--- config.mk ---
export PLATFORM = sky130hd
export DESIGN_NAME = register_image_layout_expander_unit
export DESIGN_NICKNAME = d
export VERILOG_FILES = /design/src/hdl/rile_pkg.sv /design/src/hdl/register_image_layout_expander_unit.sv
export SDC_FILE = /design/constraint.sdc
export NUM_CORES = 1
export LEC_CHECK = 0
export BUFFER_PORTS_ARGS = -buffer_cell sky130_fd_sc_hd__buf_4
export CORE_UTILIZATION = 25
export DETAILED_ROUTE_END_ITERATION = 8
export GPL_ROUTABILITY_DRIVEN = 1
export HOLD_SLACK_MARGIN = 0.02
export PLACE_DENSITY = 0.52
export SKIP_CTS_REPAIR_TIMING = 1
export SLEW_MARGIN = 20
export SYNTH_ARGS = -nofsm -noshare
export SYNTH_HDL_FRONTEND = slang
export SYNTH_SLANG_ARGS = --single-unit
export TNS_END_PERCENT = 1
--- constraint.sdc ---
create_clock -name clk -period 6 [get_ports clk]
set_clock_uncertainty 0.05 [all_clocks]
set_input_delay 1.8 -clock clk [delete_from_list [all_inputs] [get_ports clk]]
set_output_delay 1.8 -clock clk [all_outputs]
set_load 0.02 [all_outputs]
--- src/hdl/rile_pkg.sv ---
// rile_pkg: shared types and constants for the register image layout expander
// depends on nothing; imported by register_image_layout_expander_unit and tb
`timescale 1ns / 1ps

package rile_pkg;

  // image size in dwords and the widths that follow from it
  localparam int unsigned IMAGE_DWORDS = 1024;
  localparam int unsigned IDX_W        = $clog2(IMAGE_DWORDS);
  localparam int unsigned POS_W        = $clog2(IMAGE_DWORDS + 1);

  localparam int unsigned CFG_AW = 4;
  localparam int unsigned CFG_DW = 32;

  localparam logic [POS_W-1:0] POS_LIMIT = POS_W'(IMAGE_DWORDS);

  // register reset values
  localparam logic [31:0] RST_REGISTER_BASE = 32'h0000_0000;
  localparam logic [31:0] RST_LOAD_OPCODE   = 32'h1100_0000;
  localparam logic [31:0] RST_POSTED_BIT    = 32'h0020_0000;

  // register index, taken from paddr[3:2]
  typedef enum logic [1:0] {
    REG_REGISTER_BASE = 2'd0,
    REG_LOAD_OPCODE   = 2'd1,
    REG_POSTED_BIT    = 2'd2,
    REG_UNUSED        = 2'd3
  } reg_idx_t;

  typedef struct packed {
    logic [7:0] layout_byte;
    logic       start_of_layout;
  } in_word_t;

  typedef struct packed {
    logic [IDX_W-1:0] write_index;
    logic [31:0]      write_value;
    logic             end_of_layout;
    logic             overrun;
  } out_word_t;

endpackage

--- src/hdl/register_image_layout_expander_unit.sv ---
// register_image_layout_expander_unit: decodes the compact layout stream into
// dword writes for a register-load image; uses rile_pkg for types and constants
`timescale 1ns / 1ps
// a result word is registered in the output register in the cycle after its layout byte is taken
// throughput: one layout byte per cycle while the input is not stalled; one decode pass between the decoder
//   state registers and the output register
// the input stalls only while a result sits in the output register and out_stall is high
// reset (synchronous, active low) clears decoder state and the output valid and loads
//   register_base 0, load_opcode 0x11000000 and posted_bit 0x00200000

module register_image_layout_expander_unit (
  input  logic                          clk,
  input  logic                          rst_n,
  input  logic                          in_valid,
  output logic                          in_stall,
  input  rile_pkg::in_word_t            in_data,
  output logic                          out_valid,
  input  logic                          out_stall,
  output rile_pkg::out_word_t           out_data,
  input  logic                          psel,
  input  logic                          penable,
  input  logic                          pwrite,
  input  logic [rile_pkg::CFG_AW-1:0]   paddr,
  input  logic [rile_pkg::CFG_DW-1:0]   pwdata,
  output logic [rile_pkg::CFG_DW-1:0]   prdata,
  output logic                          pready
);
  import rile_pkg::*;

  logic [31:0] register_base_r;
  logic [31:0] load_opcode_r;
  logic [31:0] posted_bit_r;

  logic [POS_W-1:0] pos_r, pos_nxt;
  logic             in_offsets_r, in_offsets_nxt;
  logic [5:0]       offsets_left_r, offsets_left_nxt;
  logic [31:0]      acc_r, acc_nxt;
  logic             finished_r, finished_nxt;

  logic      out_valid_r, out_valid_nxt;
  out_word_t out_data_r, out_data_nxt;

  logic     accept;
  logic     cfg_wr;
  reg_idx_t cfg_idx;

  assign pready   = 1'b1;
  assign cfg_wr   = psel & penable & pwrite;
  assign cfg_idx  = reg_idx_t'(paddr[3:2]);
  assign in_stall = out_valid_r & out_stall;
  assign accept   = in_valid & ~in_stall;

  assign out_valid = out_valid_r;
  assign out_data  = out_data_r;

  // configuration registers
  always_ff @(posedge clk) begin
    if (!rst_n) begin
      register_base_r <= RST_REGISTER_BASE;
      load_opcode_r   <= RST_LOAD_OPCODE;
      posted_bit_r    <= RST_POSTED_BIT;
    end else if (cfg_wr) begin
      unique case (cfg_idx)
        REG_REGISTER_BASE: register_base_r <= pwdata;
        REG_LOAD_OPCODE:   load_opcode_r   <= pwdata;
        REG_POSTED_BIT:    posted_bit_r    <= pwdata;
        default: ;
      endcase
    end
  end

  always_comb begin
    unique case (cfg_idx)
      REG_REGISTER_BASE: prdata = register_base_r;
      REG_LOAD_OPCODE:   prdata = load_opcode_r;
      REG_POSTED_BIT:    prdata = posted_bit_r;
      default:           prdata = '0;
    endcase
  end

  // decode of one layout byte
  logic [POS_W-1:0] cur_pos;
  logic             cur_in_offsets;
  logic [5:0]       cur_left;
  logic [31:0]      cur_acc;
  logic             cur_finished;
  logic [7:0]       byte_in;
  logic [6:0]       step;
  logic [POS_W:0]   pos_sum;
  logic [POS_W-1:0] pos_adv;
  logic             emit;
  logic             is_end;
  logic [31:0]      emit_value;
  logic [31:0]      acc_shift;
  logic [31:0]      hdr_len;
  logic [5:0]       count;

  always_comb begin
    byte_in = in_data.layout_byte;
    count   = byte_in[5:0];

    // a start flag clears the decoder before this byte is looked at
    if (in_data.start_of_layout) begin
      cur_pos        = '0;
      cur_in_offsets = 1'b0;
      cur_left       = '0;
      cur_acc        = '0;
      cur_finished   = 1'b0;
    end else begin
      cur_pos        = pos_r;
      cur_in_offsets = in_offsets_r;
      cur_left       = offsets_left_r;
      cur_acc        = acc_r;
      cur_finished   = finished_r;
    end

    pos_nxt          = cur_pos;
    in_offsets_nxt   = cur_in_offsets;
    offsets_left_nxt = cur_left;
    acc_nxt          = cur_acc;
    finished_nxt     = cur_finished;

    acc_shift = {cur_acc[24:0], byte_in[6:0]};
    hdr_len   = {25'd0, count, 1'b0} - 32'd1;
    emit      = 1'b0;
    is_end    = 1'b0;
    emit_value = '0;
    step      = '0;

    if (cur_finished) begin
      // ended layout: byte is dropped
    end else if (cur_in_offsets) begin
      if (byte_in[7]) begin
        acc_nxt = acc_shift;
      end else begin
        emit             = 1'b1;
        emit_value       = register_base_r + {acc_shift[29:0], 2'b00};
        step             = 7'd2;
        acc_nxt          = '0;
        offsets_left_nxt = cur_left - 6'd1;
        if (offsets_left_nxt == 6'd0) begin
          in_offsets_nxt = 1'b0;
        end
      end
    end else if (byte_in == 8'd0) begin
      emit         = 1'b1;
      is_end       = 1'b1;
      finished_nxt = 1'b1;
    end else if (byte_in[7]) begin
      step = byte_in[6:0];
    end else begin
      emit       = 1'b1;
      emit_value = load_opcode_r | hdr_len | (byte_in[6] ? posted_bit_r : 32'd0);
      step       = 7'd1;
      if (count != 6'd0) begin
        in_offsets_nxt   = 1'b1;
        offsets_left_nxt = count;
        acc_nxt          = '0;
      end
    end

    // saturating position update
    pos_sum = {1'b0, cur_pos} + {{(POS_W-6){1'b0}}, step};
    pos_adv = (pos_sum > {1'b0, POS_LIMIT}) ? POS_LIMIT : pos_sum[POS_W-1:0];
    pos_nxt = pos_adv;

    out_data_nxt.write_value   = emit_value;
    out_data_nxt.end_of_layout = is_end;
    if (!is_end && (cur_pos >= POS_LIMIT)) begin
      out_data_nxt.overrun     = 1'b1;
      out_data_nxt.write_index = '0;
    end else begin
      out_data_nxt.overrun     = 1'b0;
      out_data_nxt.write_index = is_end ? '0 : cur_pos[IDX_W-1:0];
    end

    if (accept) begin
      out_valid_nxt = emit;
    end else if (!out_stall) begin
      out_valid_nxt = 1'b0;
    end else begin
      out_valid_nxt = out_valid_r;
    end
  end

  always_ff @(posedge clk) begin
    if (!rst_n) begin
      pos_r          <= '0;
      in_offsets_r   <= 1'b0;
      offsets_left_r <= '0;
      acc_r          <= '0;
      finished_r     <= 1'b0;
      out_valid_r    <= 1'b0;
    end else begin
      out_valid_r <= out_valid_nxt;
      if (accept) begin
        pos_r          <= pos_nxt;
        in_offsets_r   <= in_offsets_nxt;
        offsets_left_r <= offsets_left_nxt;
        acc_r          <= acc_nxt;
        finished_r     <= finished_nxt;
      end
    end
  end

  always_ff @(posedge clk) begin
    if (accept && emit) begin
      out_data_r <= out_data_nxt;
    end
  end

  // assertions
  a_pos_limit: assert property (@(posedge clk) disable iff (!rst_n)
    pos_r <= POS_LIMIT)
    else $error("position past image size");

  a_offsets_left: assert property (@(posedge clk) disable iff (!rst_n)
    in_offsets_r |-> offsets_left_r != 6'd0)
    else $error("offset phase with no offsets left");

  a_overrun_idx: assert property (@(posedge clk) disable iff (!rst_n)
    out_valid_r && out_data_r.overrun |-> out_data_r.write_index == '0)
    else $error("suppressed write carries an index");

  a_end_word: assert property (@(posedge clk) disable iff (!rst_n)
    out_valid_r && out_data_r.end_of_layout |->
      out_data_r.write_value == 32'd0 && !out_data_r.overrun)
    else $error("end word carries data");

  a_finished_hold: assert property (@(posedge clk) disable iff (!rst_n)
    accept && finished_r && !in_data.start_of_layout |=> $stable(pos_r) && finished_r)
    else $error("decoder moved after end of layout");

endmodule

# Yosys cells after proc, flatten, opt, wreduce, memory -nomap -nowiden
# Index checks and enable logic that the tools add are counted.
classes:
  add_sub_neg: 4
  order_cmp: 2
  eq_ne: 3
  mux: 47
  bitwise_logic: 7
  n_reduce_logical: 11
op_table:
  columns: ["cell", "n"]
  rows:
  - ["32-bit 2-to-1 mux", 12]
  - ["32-bit case mux with 3 select lines", 1]
  - ["32-bit OR", 2]
  - ["6-bit 2-to-1 mux", 7]
  - ["32-bit adder", 1]
  - ["7-bit 2-to-1 mux", 4]
  - ["11-bit 2-to-1 mux", 2]
  - ["1-bit 2-to-1 mux", 20]
  - ["11-bit by 7-bit adder with 12-bit output", 1]
  - ["12-bit by 11-bit greater-than comparator with 1-bit output, second input constant", 1]
  - ["11-bit greater-or-equal comparator, second input constant", 1]
  - ["8-bit zero test", 1]
  - ["7-bit by 1-bit subtractor with 8-bit output, second input constant", 1]
  - ["6-bit zero test", 1]
  - ["2-bit AND reduction", 3]
  - ["6-bit nonzero test", 1]
  - ["6-bit by 1-bit subtractor with 6-bit output, second input constant", 1]
  - ["1-bit bitwise AND", 4]
  - ["2-bit by 1-bit equality test with 1-bit output, second input constant", 1]
  - ["2-bit equality test, second input constant", 1]
  - ["1-bit logical AND", 2]
  - ["2-bit zero test", 1]
  - ["2-bit 2-to-1 mux", 1]
  - ["2-bit by 1-bit inequality test with 1-bit output, second input constant", 1]
  - ["3 further kinds", 3]
totals:
  reg_bits: 192
  input_bits: 52
  output_inout_bits: 79
  elab_cells: 87

# Logic depth before layout (Yosys ltp)
# Gate-level depths: netlist of run 1.
logic_depth:
  ltp_word: 7
  mapped_depth: 16
  mapped_depth_nobuf: 16

# Worst setup path after synthesis of run 1
# Ideal clock, no wire load.
synth_path:
  path_kind: "input port to flip-flop"
  from: "in in_data[1] in the netlist's numbering"
  to: "reg pos_r[8]"
  setup_time_ns: 0.058
  t_arrival_ns: 4.994
  required_time_ns: 5.892
  slack_ns: 0.898
  cell_stages: 16
  path_buffers: 0
  cell_sequence: "inv_1 -> ha_1 -> nand2_1 -> or3_1 -> nor3_1 -> a2111oi_0 -> ha_1 -> fa_1 -> a21o_1 -> a21oi_1 -> o21ai_1 -> a2111oi_0 -> a211o_1 -> nand2_2 -> nor4_1 -> a211o_1"
synth_between:
  elab_chain_len: 7
  word_cells_on_any_way: 8
  classes_between: "1 x add/sub; 1 x order compare; 5 x mux; 1 x reduce/logical"
synth_lines:
  columns: ["item", "line_no", "text"]
  rows:
  - ["start, declared", "register_image_layout_expander_unit.sv:16", "input rile_pkg::in_word_t in_data,"]
  - ["8-bit zero test / 7-bit 2-to-1 mux (equally long branches)", "register_image_layout_expander_unit.sv:145, register_image_layout_expander_unit.sv:149", null]
  - ["7-bit 2-to-1 mux (*)", "register_image_layout_expander_unit.sv:145", "end else if (byte_in == 8'd0) begin"]
  - ["7-bit 2-to-1 mux (*)", "register_image_layout_expander_unit.sv:132", "end else if (cur_in_offsets) begin"]
  - ["7-bit 2-to-1 mux (*)", "register_image_layout_expander_unit.sv:130", "if (cur_finished) begin"]
  - ["11-bit by 7-bit adder with 12-bit output (*)", "register_image_layout_expander_unit.sv:163", "pos_sum = {1'b0, cur_pos} + {{(POS_W-6){1'b0}}, step};"]
  - ["12-bit by 11-bit greater-than comparator with 1-bit output", "register_image_layout_expander_unit.sv:164", "pos_adv = (pos_sum > {1'b0, POS_LIMIT}) ? POS_LIMIT : pos_sum[POS_W-1:0];"]
  - ["11-bit 2-to-1 mux (*)", "register_image_layout_expander_unit.sv:164", null]
  - ["end signal, assigned", "register_image_layout_expander_unit.sv:197", "pos_r <= pos_nxt;"]
  - ["end, declared", "register_image_layout_expander_unit.sv:34", "logic [POS_W-1:0] pos_r, pos_nxt;"]
# Every way passes the cells marked *; elsewhere a longest branch is shown, timed or not.
# A chain may end at the register's enable or synchronous reset.

# Worst setup path in the final report of run 1
layout_path:
  from: "in paddr[3] in the netlist's numbering"
  to: "out prdata[21] in the netlist's numbering"
layout_between:
  elab_chain_len: 2
  word_cells_on_any_way: 4
  classes_between: "2 x eq/ne; 1 x mux; 1 x reduce/logical"
layout_lines:
  columns: ["item", "line_no", "text"]
  rows:
  - ["start, declared", "register_image_layout_expander_unit.sv:23", "input logic [rile_pkg::CFG_AW-1:0] paddr,"]
  - ["2-bit equality test, or another cell as far along", "register_image_layout_expander_unit.sv:73", "unique case (cfg_idx)"]
  - ["32-bit case mux with 3 select lines (*)", "register_image_layout_expander_unit.sv:73", null]
  - ["end, declared", "register_image_layout_expander_unit.sv:25", "output logic [rile_pkg::CFG_DW-1:0] prdata,"]
# Marked as above.

==> reports/qor.log, run 1 <==
[timing] # setup viols final 0
[yosys] number of library cell types mapped by synthesis 64
[clock_tree] latest clock arrival within the worst-skew pair 0.45 ns
[pwr] worst vdd ir 0.1850 mV
[placement] RD Place Congestion 0.8614
[final_layout] number of standard cells in the layout, taps in and fillers out 1871
[floorplanning] die area 0.04204 mm²
[setup_path] Critical Setup Path Class in -> out
[setup_path] cell seen most often among critical-path stages sky130_fd_sc_hd__buf_4
[global_routing] initial antenna violation count 0
[clock_tree] Root Buffer sky130_fd_sc_hd__clkbuf_16
[timing] max-slew violation total from the final report 0
[yosys] share of the synthesized area in the top cell type 0.2700
[yosys] nets in the synthesized netlist 1334
[final_layout] area added between synthesis and finish 19.87%
[final_layout] Post-Route Utilization 0.3033
[timing] unrepaired setup endpoints after global routing no
[global_routing] total track usage 0.1611
[setup_path] crit-path cells buf_4 -> nor2b_2 -> buf_4 -> nand2_1 -> o21ai_0 -> buf_4
[timing] crit share post-route 0.9080
[setup_path] master of the slowest instance on the critical path sky130_fd_sc_hd__nor2b_2
[clock_tree] # clock sinks 183
[final_layout] net count reported at finish 1419
[placement] cell total after placement 1839
[setup_path] startpoint type of the worst setup path input port
[placement] HPWL after detailed placement 23450 µm
[yosys] Seq/Total Area, Yosys 0.3982
[pwr] LEAKAGE 0.004761 µW
[timing] measured slew at the worst slew-check pin 1.006 ns
[yosys] async set-or-reset flop fraction in the synthesized netlist 0
[clock_tree] deepest clock path buffer count 2
[yosys] most used flip-flop cell after synthesis sky130_fd_sc_hd__dfxtp_1
[yosys] Post-synth EDFFs 44
[setup_path] critical path's top delay family simple AND/OR/NAND/NOR gates
[timing] upper clock frequency limit 183.6 MHz
[yosys] total of flip-flops plus latches after synthesis 183
[route] total vias in the final route 9264
[clock_tree] clock buffer count from CTS 17
[route] detail-routed net length per standard cell 17.85 µm
[floorplanning] Die Span X 205.0 µm
[yosys] main area contributors after synthesis sky130_fd_sc_hd__dfxtp_1 27%, sky130_fd_sc_hd__edfxtp_1 13%, sky130_fd_sc_hd__nand2_1 10%
[yosys] combined area of all synthesized cells 0.01031 mm²
[timing] aggregate negative setup slack 0 ns
[floorplanning] cell row count 74
[flow_run] max capacitance violation total 0
[placement] input/output buffers 127
[global_routing] largest net degree at the start of global routing 75
[route] final routed wirelength across all metal layers 33390 µm
[floorplanning] core region area 0.04074 mm²
[timing] remaining max-slew budget at the tightest pin 0.3295
[setup_path] highest net fanout along the worst path 17
[global_routing] GR Overflow Total 0
[setup_path] count of buffer and inverter cells on the critical path 3
[yosys] Synth Warn # 0
[final_layout] ratio of cells with drive above 1 in the final layout 0.1471
[timing] final worst path period need 5.448 ns
[clock_tree] H-Tree Depth 4
[status] run status complete, no violations
[yosys] Synth Instances 1241
[clock_tree] clock slew seen by the registers of the worst setup and hold paths 0.06 ns
[floorplanning] number of ports placed on the die boundary 131
[pwr] power density over the cells 222.0 mW/mm²
[global_routing] wire length of the first global-routing pass 51520 µm
[clock_tree] CTS tree built
[worst_hold_path] worst min-delay path class reg -> reg
[route] remaining design rule violation count 0
[route] number of optimization iterations in the first detailed-route pass 6
[floorplanning] initial cell density of the core 0.2530
[pwr] sum of internal, switching and leakage power 2742 µW
[placement] pre-CTS WS 0.3930 ns
[setup_path] kind of capture point of the worst setup path output pin
[route] antenna-violating nets left 0
[yosys] syn avg cell area 8.305 µm²
[timing] Final Hold Violating Endpoints 0
[route] number of design-rule violations left by the first detailed-router iteration 929
[setup_path] worst stage delay on the critical path 0.77 ns
[global_routing] via count of the first global-routing pass 8784
[floorplanning] Die Y 205.0 µm
[setup_path] CP required 4.15 ns
[yosys] area leader, netlist sky130_fd_sc_hd__dfxtp_1
[timing] slack of the critical path 0.5521 ns
[route] via density per instance 4.951
[final_layout] diodes inserted 0
[setup_path] Crit path arrival time 3.60 ns
==> cell usage after synthesis (all sizes together) (3+ instances only) <==
master	number
a2111oi	3
a211o	5
a211oi	14
a21boi	96
a21o	13
a21oi	76
a221oi	4
a22oi	24
a31oi	7
and2	14
and3	14
buf	10
clkbuf	74
dfxtp	139
edfxtp	44
ha	39
inv	18
mux2i	32
nand2	282
nand2b	6
nand3	18
nand4	6
nor2	38
nor2b	60
nor3	13
nor3b	3
nor4	4
o21a	25
o21ai	72
o22ai	17
o31ai	6
or3	4
xnor2	18
xor2	16
==> report_power, final <==
| group | leakage, µW | internal (µW) | switching, µW |
|---|---|---|---|
| Sequential | 0.00154 | 1290 | 21.4 |
| Combinational | 0.00294 | 119 | 189 |
| Clock | 0.000277 | 607 | 512 |
==> final cells by class <==
| type | instances | area (µm²) |
|---|---|---|
| multi-input combinational | 956 | 5826 |
| sequential | 183 | 4104 |
| timing repair buffer | 150 | 1126 |
| clock inverter | 11 | 93.84 |
| clock buffer | 21 | 471.7 |
| inverter | 18 | 67.56 |
| tap | 532 | 665.6 |
| fill | 4384 | 28380 |
==> stage by stage <==
stage / hold WS [ns] / cell area, µm²
finish: 0.4196 / 12350
global route: 0.4350 / 12350
CTS: 0.4183 / 12350
detailed placement: 0.4089 / 11790
global placement: 0.4012 / 11790
floorplan: 0.3796 / 10310
==> cell families (layout without fill, tap and decap cells) <==
logic type | count (synthesis) | in the layout | share of synthesized area
AOI/OAI and AO/OA | 381 | 381 | 0.2469
xor gates and xnor gates | 34 | 34 | 0.02889
adders and majority gates | 41 | 41 | 0.05123
buffers and inverters | 102 | 200 | 0.03836
DFF | 183 | 183 | 0.3982
muxes | 32 | 32 | 0.03108
other | 1 | 1 | 0.0003639
and+or+nand+nor | 467 | 467 | 0.2049
==> path summary, 6_finish.rpt <==
| kind | start | endpoint | slack [ns] | cells after the start |
|---|---|---|---|---|
| worst max-delay path | paddr[3] | prdata[21] | 0.55 | 6 |
| worst min-delay path | posted_bit_r[3] | posted_bit_r[3] | 0.42 | 2 |
| worst max register to register | finished_r | pos_r[8] | 2.35 | 13 |
| worst min register to register | posted_bit_r[3] | posted_bit_r[3] | 0.42 | 2 |
==> worst register-to-register path, stage by stage (launching register included) <==
cell	delay, ns
sky130_fd_sc_hd__dfxtp_1	0.48
sky130_fd_sc_hd__nor2b_1	0.17
sky130_fd_sc_hd__buf_4	0.21
sky130_fd_sc_hd__a2111oi_0	0.14
sky130_fd_sc_hd__ha_1	0.26
sky130_fd_sc_hd__fa_1	0.40
sky130_fd_sc_hd__a21o_1	0.17
sky130_fd_sc_hd__a21oi_1	0.26
sky130_fd_sc_hd__o21ai_1	0.13
sky130_fd_sc_hd__a2111oi_0	0.47
sky130_fd_sc_hd__a211o_1	0.24
sky130_fd_sc_hd__nand2_2	0.16
sky130_fd_sc_hd__nor4_1	0.31
sky130_fd_sc_hd__a211o_1	0.13
==> flip-flops by register name, summed over array words and instances (netlist names) <==
name,cells
in_offsets_r,1
out_data,44
acc_r,23
register_base_r,32
offsets_left_r,6
load_opcode_r,32
finished_r,1
posted_bit_r,32
out_valid,1
pos_r,11
==> cells in the final DEF (no fill, tap or decap), types with 18 or more instances in the layout <==
cell type	instances
sky130_fd_sc_hd__nand2_1	281
sky130_fd_sc_hd__buf_4	150
sky130_fd_sc_hd__dfxtp_1	139
sky130_fd_sc_hd__a21oi_1	76
sky130_fd_sc_hd__a21boi_1	67
sky130_fd_sc_hd__nor2b_1	59
sky130_fd_sc_hd__o21ai_0	53
sky130_fd_sc_hd__edfxtp_1	44
sky130_fd_sc_hd__ha_1	39
sky130_fd_sc_hd__nor2_1	38
sky130_fd_sc_hd__mux2i_1	32
sky130_fd_sc_hd__a21boi_0	29
sky130_fd_sc_hd__o21a_1	25
sky130_fd_sc_hd__a22oi_1	24
sky130_fd_sc_hd__nand3_1	18
sky130_fd_sc_hd__xnor2_1	18
sky130_fd_sc_hd__o21ai_1	18
sky130_fd_sc_hd__clkbuf_16	18
==> metal layers <==
| layer | GRT usage | share of wire | vias to the layer above |
|---|---|---|---|
| li1 | - | - | 4537 |
| met1 | 0.2258 | 0.48 | 4439 |
| met2 | 0.2475 | 0.45 | 252 |
| met3 | 0.02800 | 0.043 | 36 |
| met4 | 0.05397 | 0.022 | 0 |
| met5 | 0 | 0 | - |
(Power assumes the default switching activity.)
==> inputs of run 2 (changes only) <==
- RECOVER_POWER: not set -> 50
==> reports/qor.log, run 2 (same netlist as run 1, synthesis figures left out) <==
[status] run status complete, but fails checks
[status] violated checks max-capacitance violations, max-slew violations
[setup_path] worst stage delay on the critical path 0.79 ns
[route] remaining design rule violation count 0
[floorplanning] initial cell density of the core 0.2530
[final_layout] Filler cells 4423
[placement] HPWL after detailed placement 23450 µm
[final_layout] ratio of cells with drive above 1 in the final layout 0.1075
[pwr] power density over the cells 224.7 mW/mm²
[route] number of optimization iterations in the first detailed-route pass 5
[setup_path] crit-path cells buf_4 -> nor2b_2 -> buf_4 -> nand2_1 -> o21ai_0 -> buf_4
[setup_path] logic depth of the worst register-to-register path 13
[worst_hold_path] startpoint of the most critical hold path posted_bit_r[0]
[setup_path] startpoint type of the worst setup path input port
[timing] remaining max-slew budget at the tightest pin -0.4467
[pwr] worst vdd ir 0.1847 mV
[setup_path] count of buffer and inverter cells on the critical path 3
[floorplanning] Die Span X 205.0 µm
[final_layout] area added between synthesis and finish 17.97%
[placement] input/output buffers 127
[pwr] LEAKAGE 0.004549 µW
[clock_tree] H-Tree Depth 4
[timing] upper clock frequency limit 182.6 MHz
[final_layout] Post-Route Utilization 0.2984
[route] antenna-violating nets left 0
[final_layout] diodes inserted 0
[clock_tree] # clock sinks 183
[setup_path] internal reg-to-reg setup slack 1.90 ns
[floorplanning] number of ports placed on the die boundary 131
[clock_tree] Root Buffer sky130_fd_sc_hd__clkbuf_16
[timing] unrepaired setup endpoints after global routing no
[setup_path] CP required 4.15 ns
[global_routing] total track usage 0.1611
[timing] aggregate negative setup slack 0 ns
[global_routing] initial antenna violation count 0
[placement] pre-CTS WS 0.3930 ns
[global_routing] via count of the first global-routing pass 8784
[route] number of design-rule violations left by the first detailed-router iteration 847
[timing] slack of the critical path 0.5242 ns
[placement] RD Place Congestion 0.8614
[timing] Final Hold Violating Endpoints 0
[global_routing] wire length of the first global-routing pass 51520 µm
[clock_tree] deepest clock path buffer count 2
[timing] measured slew at the worst slew-check pin 2.169 ns
[floorplanning] cell row count 74
[setup_path] Crit path arrival time 3.63 ns
[final_layout] number of flip-flops under the largest register name 44
[route] final routed wirelength across all metal layers 33530 µm
[setup_path] kind of capture point of the worst setup path output pin
[route] via density per instance 4.911
[final_layout] area of combinational cells with multiple inputs 0.005819 mm²
[worst_hold_path] worst min-delay path class reg -> reg
[floorplanning] die area 0.04204 mm²
[worst_hold_path] Hold Path Stages 2
[setup_path] Critical Setup Path Class in -> out
[timing] # setup viols final 0
[final_layout] net count reported at finish 1419
[setup_path] highest net fanout along the worst path 17
[clock_tree] clock buffer count from CTS 17
[clock_tree] latest clock arrival within the worst-skew pair 0.45 ns
[final_layout] commonest cells after routing, fill and taps aside 281 x sky130_fd_sc_hd__nand2_1, 139 x sky130_fd_sc_hd__dfxtp_1, 99 x sky130_fd_sc_hd__buf_4, 76 x sky130_fd_sc_hd__a21oi_1, 73 x sky130_fd_sc_hd__a21boi_0
[setup_path] worst reg2reg startpoint finished_r
[clock_tree] clock slew seen by the registers of the worst setup and hold paths 0.07 ns
[flow_run] max capacitance violation total 3
[final_layout] fin area 0.01216 mm²
[setup_path] master of the slowest instance on the critical path sky130_fd_sc_hd__nor2b_2
[setup_path] RR Endpoint pos_r[8]
[route] detail-routed net length per standard cell 17.92 µm
[final_layout] Register Area 0.004104 mm²
[timing] max-slew violation total from the final report 79
[route] total vias in the final route 9188
[final_layout] most common cell after layout, fill and taps aside sky130_fd_sc_hd__nand2_1
[clock_tree] CTS tree built
[timing] Worst Hold Margin 0.4185 ns
[global_routing] GR Overflow Total 0
[setup_path] critical path's top delay family simple AND/OR/NAND/NOR gates
[global_routing] largest net degree at the start of global routing 75
[placement] area post-placement 0.01179 mm²
[setup_path] cell seen most often among critical-path stages sky130_fd_sc_hd__buf_4
[worst_hold_path] capture endpoint of the worst hold path posted_bit_r[0]
[timing] final worst path period need 5.476 ns
[floorplanning] Die Y 205.0 µm
[timing] crit share post-route 0.9126
[floorplanning] core region area 0.04074 mm²
==> run 2: tightest hold or removal path, cell delays in order, from the launching register on <==
cell                       delay (ns)
sky130_fd_sc_hd__dfxtp_1         0.31
sky130_fd_sc_hd__nand2_1         0.05
sky130_fd_sc_hd__a21boi_0        0.06
==> run 2: how the worst max path moves through the flow <==
stage	startpoint	endpoint	slack, ns	cells past startpoint
global placement	in_data[2]	pos_r[8]	0.51	17
CTS	paddr[3]	prdata[22]	0.52	6
global route	in_data[0]	pos_r[8]	0.24	14
detailed placement	in_data[2]	pos_r[8]	0.39	17
floorplan	in_data[1]	pos_r[8]	0.90	16
finish	paddr[3]	prdata[21]	0.52	6
==> run 2: routing by layer <==
layer	GRT usage	vias to the layer above	routed length, µm
met5	0	-	0
met4	0.05397	0	660
met3	0.02800	35	1460
met2	0.2475	230	15070
met1	0.2258	4391	16330
li1	-	4532	-
==> run 2: cell type report <==
cell class | instances | area share
Tap cell | 532 | 0.05475
Clock inverter | 11 | 0.007718
Sequential cell | 183 | 0.3376
Multi-Input combinational cell | 956 | 0.4786
Timing Repair Buffer | 150 | 0.07698
Inverter | 18 | 0.005557
Clock buffer | 21 | 0.03880
==> run 2: per-stage QoR <==
step           cells  total power (µW)
2_1_floorplan   1241              1523
3_3_place_gp    1839              1649
6_report        1871              2731
5_1_grt         1871              2835
3_5_place_dp    1839              1651
4_1_cts         1871              2770
==> run 2: where the power goes <==
part | total [µW] | internal (µW) | switching, µW
clock network | 1120 | 607 | 513
registers | 1310 | 1290 | 21.2
logic | 296 | 107 | 189
total | 2730 | 2010 | 724
